**config.mk**
```make
export PLATFORM = sky130hd
export DESIGN_NAME = kar_ram
export DESIGN_NICKNAME = d
export VERILOG_FILES = /design/src/hdl/kar_ram.sv
export SDC_FILE = /design/constraint.sdc
export NUM_CORES = 2
export LEC_CHECK = 0
export BUFFER_PORTS_ARGS = -buffer_cell sky130_fd_sc_hd__buf_2
export CAP_MARGIN = 10
export CELL_PAD_IN_SITES_DETAIL_PLACEMENT = 1
export CELL_PAD_IN_SITES_GLOBAL_PLACEMENT = 1
export CORE_UTILIZATION = 57
export DETAILED_ROUTE_END_ITERATION = 8
export HOLD_SLACK_MARGIN = 0.08
export PLACE_DENSITY = 0.82
export RECOVER_POWER = 50
export SETUP_SLACK_MARGIN = 0.5
export SYNTH_ARGS = -nofsm -noshare
export SYNTH_HDL_FRONTEND = slang
export SYNTH_SLANG_ARGS = --single-unit
```
**constraint.sdc**
```tcl
create_clock -name clk -period 8.05 [get_ports clk]
set_input_delay 1.61 -clock clk [delete_from_list [all_inputs] [get_ports clk]]
set_output_delay 1.61 -clock clk [all_outputs]
set_load 0.01 [all_outputs]
```
**src/hdl/kar_ram.sv**
```systemverilog
module kar_ram #(
  parameter int WIDTH = 64,
  parameter int DEPTH = 64
) (
  input  logic                                   clk,
  input  logic                                   we,
  input  logic [(DEPTH > 1 ? $clog2(DEPTH) : 1)-1:0] waddr,
  input  logic [WIDTH-1:0]                       wdata,
  input  logic                                   re,
  input  logic [(DEPTH > 1 ? $clog2(DEPTH) : 1)-1:0] raddr,
  output logic [WIDTH-1:0]                       rdata
);

  logic [WIDTH-1:0] mem [DEPTH];

  // A read of the address being written returns the old word.
  always_ff @(posedge clk) begin
    if (we) begin
      mem[waddr] <= wdata;
    end
    if (re) begin
      rdata <= mem[raddr];
    end
  end

endmodule

```
==> reports/qor.csv <==
metric;value;unit
setup-tns-final;0;ps
vias_per_cell;7.88;
drv_slew;4171;
ys_ff_latch;4160;
die_w;527;µm
synthCells;6598;
clk_pin_slew;60;ps
wirelength;552000;µm
antenna_left;0;
p_switching;10800;µW
worst_pin_slew;4660;ps
gp_congestion;0.791;
cp-endpoint;rdata[42];
powerDensity;264;nW/µm²
ios;143;
final_net_count;7037;
clkPwrFrac;0.431;
cts.sinks;4160;
crit_fanout;37;
sequentialPowerShare;0.521;
rr_startpoint;mem[11][62];
row_count;192;
swShare;0.233;
drcViolationCount;0;
violations;max-capacitance violations, max-slew violations;
fillers;21049;
clock.fmax;184;MHz
grt_util_all_layers;0.366;
syn_avg_cell_area;23.8;µm²
ys_warn_count;0;
cts_buffer_depth;4;
rsz0062_at_grt;false;
worst-path-buf-inv;2;
cp_top_family;buffers and inverters;
r2r_end;rdata[62];
ctsHoldBuffers;0;
yosysTopAreaCellShare;0.796;
cts.htree.levels;5;
reg2reg_depth;5;
vias;86038;
path_depth;2;
mostFrequentLayoutCells;edfxtp_1, mux4_2, clkbuf_16;
setup_viol;0;
drtIter0Drc;17586;
pwr-share-comb;0.048;
worst_setup_path_end_kind;flip-flop;
intPower;35600;µW
firstDrtPassIters;8;
cp_slowest_cell;clkbuf_1;
grt-ovfl-total;0;
synth_cell_types;32;
die_y;527;µm
initial_core_util;0.573;
drv_cap;69;
post-synth-top-area-cell;edfxtp_1;
grt_max_degree;118;
root_buffer;clkbuf_16;
crit_type;input pin to flip-flop;
status;complete, but fails checks;
finalClockSkew;75.4;ps
syn_to_final_growth;12.1;%
antenna_found_initial;38;
cts_resized;0;
worstPathRequired;8560;ps
grt_pass1_vias;85229;
leakagePower;0.0545;µW
synth_seq_area_share;0.796;
path_cells;clkbuf_1 > buf_4;
dpl.hpwl;241000;µm
worstPathArrival;5930;ps
layout_commonest_cell;edfxtp_1;
fin_area;176000;µm²
synth_fp_nets;6677;
slew_headroom;-2.11;
crit_start;re;
holdWs;948;ps
postCtsSetupRepairBufs;0;
ys_top_cells_by_area;edfxtp_1, mux4_2, mux2i_1;
die-area;278000;µm²
post_dp_cell_area;163000;µm²
wl_per_cell;50.6;µm
core_area;274000;µm²
syn_area;157000;µm²
period_needed;5420;ps
clk_latency;950;ps
hold_class;flip-flop to flip-flop;
start_kind;input pin;
cp_slowest_stage_delay;3200;ps
drive_gt1_frac;0.268;
io_buffer_count;142;
fin_crit_sh;0.673;
grt_pass1_wl;693000;µm
hold_violations;0;
numCtsBuffers;394;
peakVddDrop;0.228;mV
r2r_slack;5470;ps
cts_tree;done;
==> sequential cells by signal, indices dropped and copies added, names as in the netlist <==
register and count:
mem 4096, rdata 64
==> per-layer routing <==
metal  GRT usage  routed length [µm]  vias to the layer above
met1       0.465              163000                    43156
li1            -                   -                    29288
met4       0.220               49100                       22
met3      0.0910               88500                     2811
met2       0.578              252000                    10761
met5           0                 186                        -
==> power by group through the flow <==
stage	combinational [µW]	clock [µW]	sequential (µW)
5_1_grt	2230	20400	24200
3_5_place_dp	2030	0	24600
3_3_place_gp	1930	0	24600
2_1_floorplan	1120	0	24500
4_1_cts	2100	19300	24100
6_report	2220	20000	24200
==> stage by stage <==
step	total power, µW	util	instances	setup WS, ps
after floorplan	25700	-	6598	1000
after global placement	26500	0.595	10140	2960
after detailed placement	26600	0.595	10143	2810
after CTS	45500	0.642	10869	3540
after global routing	46800	0.642	10892	3050
final	46400	0.642	10921	2630
==> Yosys cell counts, drive strengths merged <==
| cell | number |
|---|---|
| edfxtp | 4160 |
| mux4 | 1024 |
| buf | 230 |
| a22oi | 168 |
| clkbuf | 140 |
| mux2i | 135 |
| nor2 | 112 |
| a22o | 88 |
| o22ai | 83 |
| and3 | 64 |
| a211oi | 63 |
| nand2 | 58 |
| nand3 | 45 |
| o221ai | 38 |
| or3 | 29 |
| nor2b | 28 |
| or2 | 28 |
| a41oi | 26 |
| a2bb2oi | 19 |
| inv | 19 |
| a31oi | 18 |
| nand2b | 11 |
| and2 | 3 |
| nand3b | 2 |
| nand4 | 2 |
| nor3 | 2 |
| a31o | 1 |
| nand4b | 1 |
| or3b | 1 |
==> logic make-up after synthesis <==
kind of cell,count (synthesis),synth area share
compound gates,504,0.0247
buf+inv,389,0.0118
flops,4160,0.796
mux,1159,0.156
simple gates,386,0.0123
==> how the worst min path moves through the flow <==
| stage | cells after the start | start | slack, ps | to |
|---|---|---|---|---|
| final | 4 | mem[53][32] | 950 | rdata[32] |
| after global routing | 4 | mem[63][44] | 990 | rdata[44] |
| after CTS | 4 | mem[53][32] | 920 | rdata[32] |
| after detailed placement | 4 | mem[46][34] | 920 | rdata[34] |
| after global placement | 4 | mem[46][30] | 890 | rdata[30] |
| after floorplan | 4 | mem[30][61] | 860 | rdata[61] |
==> layout make-up <==
| class | count | area, µm² | share of cell area |
|---|---|---|---|
| inverters | 19 | 71.3 | 0.000405 |
| clock buffers | 466 | 10300 | 0.0586 |
| repair buffers | 334 | 2630 | 0.0149 |
| clock inverters | 260 | 2650 | 0.0150 |
| flip-flops and latches | 4160 | 125000 | 0.710 |
| diodes | 44 | 110 | 0.000626 |
| well taps | 3589 | 4490 | 0.0255 |
| multi-input cells | 2049 | 30700 | 0.175 |
(Power assumes the default switching activity.)
