`config.mk`:
```
export PLATFORM = sky130hd
export DESIGN_NAME = kar_emit
export DESIGN_NICKNAME = d
export VERILOG_FILES = /design/src/hdl/kar_pkg.sv /design/src/hdl/kar_emit.sv
export SDC_FILE = /design/constraint.sdc
export NUM_CORES = 1
export LEC_CHECK = 0
export ABC_AREA = 0
export BUFFER_PORTS_ARGS = -buffer_cell sky130_fd_sc_hd__buf_2
export CAP_MARGIN = 25
export CELL_PAD_IN_SITES_DETAIL_PLACEMENT = 0
export CELL_PAD_IN_SITES_GLOBAL_PLACEMENT = 1
export CORE_UTILIZATION = 41
export CTS_CLUSTER_SIZE = 10
export DETAILED_ROUTE_END_ITERATION = 16
export PLACE_DENSITY = 0.8
export SLEW_MARGIN = 10
export SYNTH_ARGS = -nofsm -noshare
export SYNTH_HDL_FRONTEND = slang
export SYNTH_SLANG_ARGS = --single-unit
export TNS_END_PERCENT = 10
```
`constraint.sdc`:
```
create_clock -name clk -period 14.6 [get_ports clk]
set_input_delay 4.38 -clock clk [delete_from_list [all_inputs] [get_ports clk]]
set_output_delay 4.38 -clock clk [all_outputs]
set_load 0.01 [all_outputs]
```
`src/hdl/kar_pkg.sv`:
```
package kar_pkg;

  localparam int KEY_W         = 6;
  localparam int NOW_W         = 32;
  localparam int COUNT_W       = 32;
  localparam int IVAL_W        = 16;
  localparam int THR_W         = COUNT_W + 1 + IVAL_W;
  localparam int S_TDATA_W     = 40;
  localparam int M_TDATA_W     = 104;
  localparam int KIND_W        = 2;

  localparam int NUM_KEYS_DEF  = 64;
  localparam int TIME_BITS_DEF = 32;

  localparam logic [IVAL_W-1:0] IVAL_RESET = 16'd250;

  typedef enum logic [KIND_W-1:0] {
    KIND_DOWN  = 2'd0,
    KIND_PRESS = 2'd1,
    KIND_UP    = 2'd2
  } kar_kind_t;

  // Control from the decide stage back to the lookup stage.
  typedef struct packed {
    logic             advance;   // decide stage takes the lookup stage's item
    logic             retire;    // item in decide stage finishes this cycle
    logic             busy;      // decide stage holds an item
    logic [KEY_W-1:0] key;       // key of the item in the decide stage
    logic             wr_en;     // write down time and count back to memory
    logic             held_set;
    logic             held_clr;
  } kar_ctl_t;

endpackage

```
`src/hdl/kar_emit.sv`:
```
module kar_emit #(
  parameter int TIME_BITS = kar_pkg::TIME_BITS_DEF
) (
  input  logic                            clk,
  input  logic                            rst,
  input  logic                            s1_valid,
  input  logic [kar_pkg::KEY_W-1:0]       s1_key,
  input  logic                            s1_in_range,
  input  logic                            s1_pressed,
  input  logic                            s1_held,
  input  logic [TIME_BITS-1:0]            s1_now,
  input  logic [TIME_BITS-1:0]            s1_down,
  input  logic [kar_pkg::COUNT_W-1:0]     s1_count,
  input  logic [TIME_BITS-1:0]            s1_elapsed,
  input  logic [kar_pkg::THR_W-1:0]       s1_thr,
  output kar_pkg::kar_ctl_t               ctl,
  output logic [TIME_BITS-1:0]            wr_down,
  output logic [kar_pkg::COUNT_W-1:0]     wr_count,
  output logic                            m_axis_tvalid,
  input  logic                            m_axis_tready,
  // event_key[5:0], press_time[37:6], held_duration[69:38], repeats[101:70], zeros
  output logic [kar_pkg::M_TDATA_W-1:0]   m_axis_tdata,
  // event_kind[1:0]
  output logic [kar_pkg::KIND_W-1:0]      m_axis_tuser,
  output logic                            m_axis_tlast
);

  localparam int CW = (TIME_BITS > kar_pkg::THR_W) ? TIME_BITS : kar_pkg::THR_W;

  logic                        s2_valid;
  logic [kar_pkg::KEY_W-1:0]   s2_key;
  logic                        s2_in_range;
  logic                        s2_pressed;
  logic                        s2_held;
  logic [TIME_BITS-1:0]        s2_now;
  logic [TIME_BITS-1:0]        s2_down;
  logic [kar_pkg::COUNT_W-1:0] s2_count;
  logic [TIME_BITS-1:0]        s2_elapsed;
  logic [kar_pkg::THR_W-1:0]   s2_thr;
  logic                        phase;

  logic                        fire;
  logic [1:0]                  nres;
  kar_pkg::kar_kind_t          res_kind;
  logic [TIME_BITS-1:0]        res_ptime;
  logic [TIME_BITS-1:0]        res_dur;
  logic [kar_pkg::COUNT_W-1:0] res_reps;
  logic                        res_last;
  logic                        want_wr;
  logic                        want_set;
  logic                        want_clr;
  logic                        push;
  logic                        retire;
  logic                        advance;

  assign fire = CW'(s2_elapsed) > CW'(s2_thr);

  always_comb begin
    nres      = 2'd0;
    res_kind  = kar_pkg::KIND_DOWN;
    res_ptime = s2_down;
    res_dur   = s2_elapsed;
    res_reps  = s2_count;
    res_last  = 1'b1;
    want_wr   = 1'b0;
    want_set  = 1'b0;
    want_clr  = 1'b0;
    wr_down   = s2_down;
    wr_count  = s2_count;
    if (s2_in_range) begin
      if (s2_pressed) begin
        if (!s2_held) begin
          nres      = 2'd1;
          res_ptime = s2_now;
          res_dur   = '0;
          res_reps  = '0;
          want_wr   = 1'b1;
          want_set  = 1'b1;
          wr_down   = s2_now;
          wr_count  = '0;
        end else if (fire) begin
          nres     = 2'd1;
          res_kind = kar_pkg::KIND_PRESS;
          res_reps = s2_count + 1'b1;
          want_wr  = 1'b1;
          wr_count = s2_count + 1'b1;
        end
      end else if (s2_held) begin
        want_clr = 1'b1;
        // A release with no repeat yet gives one pressed event before the key-up.
        if (s2_count == '0) begin
          nres = 2'd2;
          if (!phase) begin
            res_kind = kar_pkg::KIND_PRESS;
            res_last = 1'b0;
          end else begin
            res_kind = kar_pkg::KIND_UP;
          end
        end else begin
          nres     = 2'd1;
          res_kind = kar_pkg::KIND_UP;
        end
      end
    end
  end

  assign push    = s2_valid && (nres != 2'd0) && (!m_axis_tvalid || m_axis_tready);
  assign retire  = s2_valid && ((nres == 2'd0) || (push && res_last));
  assign advance = !s2_valid || retire;

  always_comb begin
    ctl          = '0;
    ctl.advance  = advance;
    ctl.retire   = retire;
    ctl.busy     = s2_valid;
    ctl.key      = s2_key;
    ctl.wr_en    = retire && want_wr;
    ctl.held_set = retire && want_set;
    ctl.held_clr = retire && want_clr;
  end

  always_ff @(posedge clk) begin
    if (rst) begin
      s2_valid <= 1'b0;
      phase    <= 1'b0;
    end else begin
      if (advance) begin
        s2_valid <= s1_valid;
      end
      if (retire) begin
        phase <= 1'b0;
      end else if (push) begin
        phase <= 1'b1;
      end
    end
  end

  always_ff @(posedge clk) begin
    if (advance) begin
      s2_key      <= s1_key;
      s2_in_range <= s1_in_range;
      s2_pressed  <= s1_pressed;
      s2_held     <= s1_held;
      s2_now      <= s1_now;
      s2_down     <= s1_down;
      s2_count    <= s1_count;
      s2_elapsed  <= s1_elapsed;
      s2_thr      <= s1_thr;
    end
  end

  always_ff @(posedge clk) begin
    if (rst) begin
      m_axis_tvalid <= 1'b0;
    end else if (push) begin
      m_axis_tvalid <= 1'b1;
    end else if (m_axis_tready) begin
      m_axis_tvalid <= 1'b0;
    end
  end

  always_ff @(posedge clk) begin
    if (push) begin
      m_axis_tdata <= {2'b00, res_reps, 32'(res_dur), 32'(res_ptime), s2_key};
      m_axis_tuser <= res_kind;
      m_axis_tlast <= res_last;
    end
  end

  a_wr_in_range : assert property (@(posedge clk) disable iff (rst)
    ctl.wr_en |-> s2_valid && s2_in_range && s2_pressed)
    else $error("memory write for an item that does not update the store");

  a_phase_pair : assert property (@(posedge clk) disable iff (rst)
    phase |-> s2_valid && (nres == 2'd2))
    else $error("second result pending for an item with one result");

  a_down_last : assert property (@(posedge clk) disable iff (rst)
    push && (res_kind == kar_pkg::KIND_DOWN) |-> res_last && (res_dur == '0))
    else $error("key-down event not final or with nonzero duration");

  a_no_set_clr : assert property (@(posedge clk) disable iff (rst)
    !(ctl.held_set && ctl.held_clr))
    else $error("held flag set and cleared together");

endmodule

```
==> results.md <==
- CTS sink count: 294
- Slew Viols, Final: 0
- Max Buffers Root-to-Sink: 3
- Synthesized area: 11500 um2
- Synthesized flop and latch total: 294
- Final Cycle Share: 69.4%
- Synth cell types: 51
- Sequential fraction of the synthesis area: 76.4%
- Initial DRC count: 530
- Post-synth EDFFs: 291
- Synth warn: 0
- Layout cells sized above 1: 37.3%
- CTS tree: built
- FF-to-FF path depth: 10
- Area Overhead vs Synth: 28.9%
- WP data arrival: 5.75 ns
- Largest area contributor in the synthesized netlist: edfxtp_1
- Crit path top cell by count: buf_2
- Tightest Pin Transition: 0.822 ns
- Final #Nets: 1383
- Final TNS setup: 0 ns
- Top-count cell post-synth: edfxtp_1
- Ys flop type: edfxtp_1
- Critical Path Max Stage Delay: 0.60 ns
- Fmax: 98.7 MHz
- Hold Path Class: reg2reg
- Fill cells: 2288
- Clock transition at the registers of the reported paths: 0.05 ns
- Mapped Cells: 768
- Maximum vdd drop: 0.0887 mV
- Multi-input logic area: 2420 um2
- Sequence of cells on the critical path: buf_2, nand2b_1, nand3_1, nand2_4, buf_2
- Core area: 27300 um2
- Vias/cell: 4.89
- RSZ-0062 raised after global routing: false
- Worst path required time: 10.22 ns
- First-pass GRT wire length: 39300 um
- Die area: 28800 um2
- RD Place Congestion: 0.767
- FF+latch area: 8800 um2
- Residual DRC: 0
- CTS Buf Count: 36
- Detailed Place HPWL: 19000 um
- Worst slew margin: 45.2%
- Total GRT Usage: 18.0%
- Yosys top cell area share: 75.9%
- Final-report setup violation count: 0
- # placed instances: 1491
- Final Util: 54.4%
- Io pins: 374
- Non-Filler Instances: 1546
- Number of global-route vias before repair: 7361
- Hold Buf Count CTS: 0
- Asr flop ratio synth: 0%
- Crit path time final: 10.13 ns
- H-tree depth: 2
- # Post-CTS Setup Buffers: 0
- Pin count of the biggest net entering global routing: 91
- Post-CTS Resized: 0
- Crit-path max FO: 45
- Initial Utilization: 42.2%
- WS Path Type: in2out
- Final Hold Fails: 0
- Synthesized area per cell: 15.0 um2
- Antenna-violating nets left: 0
- Status: completed
- Kind of end point of the critical path: primary output
- Floorplan row count: 60
- Vias: 7556
- PD cells: 130 nW/um2
- CP startpoint kind: input pin
- Critical path's slowest cell: nand2_4
- Routed len/inst: 17.0 um
- Final WL: 26300 um
- Die Wd: 170 um
- Die extent in y: 170 um
- Setup Skew: 0.0129 ns
- Top cells by count, synth: edfxtp_1 (291), nand2_1 (120), inv_1 (49), a21oi_1 (38), and2_1 (35)
- Synth top area cells: edfxtp_1 (76%), nand2_1 (3.9%), ha_1 (3.7%)
- CTS root buffer: clkbuf_16
- Worst Hold Depth: 0
- Drt first pass iters: 5
- Worst-Skew Late Latency: 0.50 ns
- PortBufs: 371
- Initial antenna violation count: 2
- P_leak: 6.15 nW
- Max-capacitance violation count: 0
- Overflow after GRT: 0
==> state kept, by name, summed over array words and instances (netlist names) <==
name	count
m_axis_tdata	102
m_axis_tlast	1
m_axis_tuser	2
m_axis_tvalid	1
phase	1
s2_count	32
s2_down	32
s2_elapsed	32
s2_held	1
s2_in_range	1
s2_key	6
s2_now	32
s2_pressed	1
s2_thr	49
s2_valid	1
==> cell usage in the layout, fill, tap and decap left out, drive strengths merged, types with 3 or more instances in the layout <==
| master | instances |
|---|---|
| o211ai | 4 |
| dfxtp | 3 |
| inv | 49 |
| a21oi | 38 |
| o21a | 5 |
| or4 | 11 |
| ha | 34 |
| clkbuf | 48 |
| nor4 | 12 |
| o21ai | 26 |
| o31ai | 9 |
| buf | 380 |
| edfxtp | 291 |
| nand4 | 12 |
| or3 | 17 |
| a31oi | 3 |
| nand2 | 120 |
| and2 | 35 |
| a211oi | 3 |
| nand3 | 15 |
| nor2 | 15 |
| clkinv | 4 |
| nor3 | 4 |
| and3 | 4 |
==> report_power, final <==
group	internal [mW]	total [mW]	switching, mW	leakage, nW
logic	0.0611	0.145	0.0841	2.72
registers	0.983	1.00	0.0205	2.93
clock network	0.468	0.776	0.308	0.496
total	1.51	1.93	0.412	6.15
==> cell type report <==
class	count	share of cell area, %
clock inverter	4	0.202
timing repair buffer	380	13.1
tap	372	3.14
sequential	294	59.3
antenna	1	0.0169
clock buffer	48	6.66
multi-input combinational	398	16.3
inverter	49	1.24
==> cell families (layout without fill, tap and decap cells) <==
group / after synthesis / in the layout / share of synthesized area, %
AOI/OAI and AO/OA: 104 / 104 / 5.47
xor gates and xnor gates: 1 / 1 / 0.0761
adders and majority gates: 34 / 34 / 3.70
buffers and inverters: 77 / 481 / 2.83
DFF: 294 / 294 / 76.4
other: 1 / 3 / 0.0326
and+or+nand+nor: 257 / 257 / 11.5
==> through the flow <==
| step | power (mW) | hold WS [ns] | cell area, um2 | setup WS [ns] |
|---|---|---|---|---|
| after global routing | 2.00 | 0.467 | 14800 | 4.32 |
| after floorplan | 1.09 | 0.499 | 11500 | 1.03 |
| after CTS | 1.95 | 0.451 | 14800 | 4.43 |
| after detailed placement | 1.17 | 0.438 | 13800 | 4.43 |
| final | 1.93 | 0.445 | 14800 | 4.47 |
| after global placement | 1.16 | 0.426 | 13800 | 4.48 |
==> worst paths after layout <==
| check | startpoint | endpoint | slack (ns) |
|---|---|---|---|
| setup / recovery | m_axis_tready | ctl[11] | 4.47 |
| hold / removal | s2_key[2] | m_axis_tdata[2] | 0.44 |
| setup reg to reg | s2_elapsed[30] | m_axis_tdata[22] | 9.82 |
| hold reg to reg | s2_key[2] | m_axis_tdata[2] | 0.44 |
==> routing by layer <==
layer  global-route usage (%)  part of all wire (%)  vias to the layer above
li1                         -                     -                     3637
met1                     21.6                    40                     3568
met2                     31.6                    51                      303
met3                     4.71                   7.0                       46
met4                     5.52                   2.2                        2
met5                        0                 0.038                        -
==> worst max-delay path: cells and delay by family <==
family	cells	cell delay, ns
buf+inv	2	0.32
simple gates	3	1.04
(Power assumes the default switching activity.)
